==> config.mk <==
export PLATFORM = sky130hd
export DESIGN_NAME = bss_ctrl
export DESIGN_NICKNAME = d
export VERILOG_FILES = /design/src/rtl/bss_pkg.sv /design/src/rtl/bss_ctrl.sv
export SDC_FILE = /design/constraint.sdc
export NUM_CORES = 1
export LEC_CHECK = 0
export ABC_CLOCK_PERIOD_IN_PS = 3500
export BUFFER_PORTS_ARGS = -buffer_cell sky130_fd_sc_hd__buf_2
export CAP_MARGIN = 20
export CORE_AREA = 3 3 40 42
export CTS_CLUSTER_DIAMETER = 100
export DETAILED_ROUTE_END_ITERATION = 12
export DIE_AREA = 0 0 43 45
export SETUP_SLACK_MARGIN = 0.2
export SLEW_MARGIN = 20
export SYNTH_ARGS = -nofsm -noshare
export SYNTH_HDL_FRONTEND = slang
export SYNTH_SLANG_ARGS = --single-unit
==> constraint.sdc <==
create_clock -name clk -period 3.5 [get_ports clk]
set_clock_uncertainty 0.2 [all_clocks]
set_input_delay 0.525 -clock clk [delete_from_list [all_inputs] [get_ports clk]]
set_output_delay 0.525 -clock clk [all_outputs]
set_load 0.02 [all_outputs]
==> src/rtl/bss_pkg.sv <==
// ----------------------------------------------------------------------------
// bss_pkg
// Shared types and constants for the batch sorter with swap counter.
// ----------------------------------------------------------------------------
package bss_pkg;

	localparam int DEPTH_DEF = 64;
	localparam int VALUE_W   = 32;
	localparam int SWAP_W    = 11;

	typedef enum logic [1:0] {
		ST_LOAD,
		ST_SORT,
		ST_FLUSH,
		ST_EMIT
	} st_t;

	// Commands from the controller to the datapath.
	typedef struct packed {
		logic load;   // input transaction accepted
		logic sort;   // run one odd-even phase this cycle
		logic shift;  // output transaction accepted
	} cmd_t;

	// Status from the datapath to the controller.
	typedef struct packed {
		logic sort_done;  // current phase is the final one
		logic one_left;   // exactly one sorted element remains
	} sts_t;

endpackage

==> src/rtl/bss_ctrl.sv <==
// ----------------------------------------------------------------------------
// bss_ctrl
// Controller state machine: load, sort phases, count flush and emit.
// ----------------------------------------------------------------------------
module bss_ctrl (
	input  logic          clk,
	input  logic          arst_n,
	input  logic          valid,
	input  logic          last,
	input  logic          stall_res,
	input  bss_pkg::sts_t sts,
	output logic          stall,
	output logic          valid_res,
	output bss_pkg::cmd_t cmd
);
	import bss_pkg::*;

	st_t state_q;
	st_t state_d;

	always_ff @(posedge clk or negedge arst_n) begin
		if (!arst_n) begin
			state_q <= ST_LOAD;
		end else begin
			state_q <= state_d;
		end
	end

	always_comb begin
		state_d = state_q;
		unique case (state_q)
			ST_LOAD: begin
				if (valid && last) state_d = ST_SORT;
			end
			ST_SORT: begin
				if (sts.sort_done) state_d = ST_FLUSH;
			end
			ST_FLUSH: begin
				state_d = ST_EMIT;
			end
			ST_EMIT: begin
				if (!stall_res && sts.one_left) state_d = ST_LOAD;
			end
			default: begin
				state_d = ST_LOAD;
			end
		endcase
	end

	always_comb begin
		stall     = 1'b1;
		valid_res = 1'b0;
		cmd       = '0;
		unique case (state_q)
			ST_LOAD: begin
				stall    = 1'b0;
				cmd.load = valid;
			end
			ST_SORT: begin
				cmd.sort = 1'b1;
			end
			ST_FLUSH: begin
			end
			ST_EMIT: begin
				valid_res = 1'b1;
				cmd.shift = !stall_res;
			end
			default: begin
			end
		endcase
	end

endmodule

==> qor.csv <==
stage,metric,value,unit
status,status,finished clean,
finish,antenna_cells,0,
setup_path,slowest_stage,dfrtp_1,
floorplan,dieHeight,45,µm
finish,fin_util,22.78,%
synth,yosys_warnings,0,
finish,drive_gt1_share,44.12,%
flow_run,drv_cap,0,
power_and_ir_drop,clkPwrFrac,20.5,%
setup_path,worst_setup_path_end_kind,output port,
synth,synth_cells,19,
floorplan,ioPinCount,12,
setup_path,critPathLaunchType,flip-flop,
place,port-buffer-count,11,
route,detail_route.iter0.violations,1,
power_and_ir_drop,power_density,831.0,nW/µm²
floorplan,rows,13,
floorplan,dieArea,1935,µm²
clocking,cts_sinks,2,
synth,synthDistinctLibCells,11,
route,viasPerCell,3.510,
clocking,cts_tree,yes,
finish,area_growth,57.05,%
setup_path,worstPathCellList,inv_1 -> ha_1 -> and2_2 -> buf_2,
setup_path,cp_slowest_stage_delay,0.36,ns
clocking,htree_levels,1,
finish,largest_registers,state_q (2),
route,ant_nets,0,
timing,final.period_utilization,56.12,%
synth,synth_nets,31,
grt,track_usage,4.829,%
route,drt-pass1-iter-count,4,
synth,ys_ff_latch,2,
floorplan,core-area,1285,µm²
grt,grt_pass1_vias,178,
timing,slew_viol_final,0,
timing,relSlewSlack,70.82,%
grt,antenna_found_initial,0,
route,wl_per_cell,7.429,µm
power_and_ir_drop,p_int,0.1377,mW
grt,grt_max_degree,5,
clocking,clk_latency,0.22,ns
timing,worst_slew_pin_slew,0.4377,ns
power_and_ir_drop,combPwrFrac,60.1,%
timing,timing.final.crit_period,1.964,ns
grt,grt_overflow,0,
power_and_ir_drop,p_sw_share,43.41,%
floorplan,die_x,43,µm
synth,synth_area,186.4,µm²
worst_hold_path,hold_class,reg -> reg,
power_and_ir_drop,peakVddDrop,238.5,µV
route,drc,0,
finish,nets,48,
clocking,ctsLongestPathBuffers,2,
clocking,cts.clk_slew.worst_paths,0.03,ns
synth,avgSynthCellArea,9.812,µm²
setup_path,path_class,reg -> out,
finish,seq_area,50.05,µm²
place,globalplace.congestion,0.6302,
setup_path,crit_arrival,1.24,ns
timing,tns,0,ns
setup_path,crit_path_max_fanout,4,
place,hpwl,303.1,µm
floorplan,initial_core_util,14.51,%
finish,multi_input_area,121.4,µm²
synth,synth-seq-area-share,26.85,%
timing,rsz0062_at_grt,no,
route,vias,172,
timing,timing.final.hold_violations,0,
power_and_ir_drop,p_leak,0.1709,nW
power_and_ir_drop,p_seq_share,19.4,%
setup_path,crit_buf_inv,2,
finish,fill_cells,156,
clocking,cts_buffers,3,
route,routed_wl,364,µm
power_and_ir_drop,p_sw,0.1056,mW
setup_path,cp.required,2.77,ns
clocking,cts-resized-gates,0,
finish,largest-register,state_q,
grt,grt_pass1_wl,634,µm
clocking,cts_root_buffer,clkbuf_4,
finish,largest_register_ffs,2,
timing,setup_viol,0,
timing,timing.fmax,509.1,MHz
setup_path,cp_top_family,flip-flops,
==> synthesized netlist by cell type (all sizes together) <==
master	n	area share, %
a222oi	1	5.4
and2	1	4.0
dfrtp	2	27
ha	5	34
inv	4	8.1
mux2	1	6.0
mux2i	1	5.4
nand2	1	2.0
nand2b	1	3.4
nor2	1	2.0
nor2b	1	3.4
==> power by group through the flow <==
stage	Combinational, mW	Sequential [mW]	Clock, mW
after floorplan	0.114	0.0456	0
after global placement	0.149	0.0481	0
after detailed placement	0.149	0.0481	0
after CTS	0.150	0.0476	0.0531
after global routing	0.166	0.0500	0.0548
final	0.146	0.0473	0.0499
==> per-stage QoR <==
step | std cells | instance area, µm² | worst slack [ns] | total power [mW] | hold WS, ns
floorplan | 19 | 186.4 | 1.679 | 0.1597 | 0.02941
global placement | 45 | 260.3 | 1.666 | 0.1968 | 0.1116
detailed placement | 45 | 260.3 | 1.670 | 0.1970 | 0.1148
CTS | 49 | 292.8 | 1.517 | 0.2507 | 0.3669
global route | 49 | 292.8 | 1.444 | 0.2707 | 0.3836
finish | 49 | 292.8 | 1.536 | 0.2433 | 0.3563
==> path summary, 6_finish.rpt <==
path	start	end	slack, ns	cells past startpoint
max	state_q[0]	cmd[2]	1.54	4
min	state_q[1]	state_q[1]	0.36	1
max reg2reg	state_q[1]	state_q[1]	1.71	4
min reg2reg	state_q[1]	state_q[1]	0.36	1
max in group asynchronous	arst_n	state_q[1]	2.58	2
min in group asynchronous	arst_n	state_q[0]	0.42	2
==> routing by layer <==
layer	routed length (µm)	vias up	track usage, %
li1	-	91	-
met1	178	70	4.096
met2	126	11	6.886
met3	58	0	4.781
met4	0	0	3.614
met5	0	-	0
==> worst register-to-register path: stages, from the launching register on <==
cell and delay, ns:
dfrtp_1 0.37, inv_1 0.09, ha_1 0.19, a222oi_1 0.44
mux2_1 0.37
==> placed cells by master, fill, tap and decap left out, drive strengths merged <==
cell type,instances
buf,11
ha,5
inv,4
clkbuf,3
dfrtp,2
nor2b,1
and2,1
nand2,1
nand2b,1
a222oi,1
mux2,1
nor2,1
mux2i,1
dlygate4sd3,1
==> final cells by class <==
class / instances / area share, %
clock buffer: 3 / 7.692
inverter: 4 / 5.128
multi-input combinational: 13 / 41.45
sequential: 2 / 17.09
tap: 15 / 6.410
timing repair buffer: 12 / 22.22
==> cells by family after synthesis <==
family / Yosys count / share of synthesized area [%]
compound gates: 1 / 5.369
fa+ha+maj: 5 / 33.56
mux: 2 / 11.41
simple gates: 5 / 14.77
buf+inv: 4 / 8.051
flops: 2 / 26.85
==> what timing repair did <==
action / in CTS / in global routing
hold buffers: 1 / 0
buffers inserted: 0 / 0
endpoints found under the hold margin: 2 / 0
(Power assumes the default switching activity.)
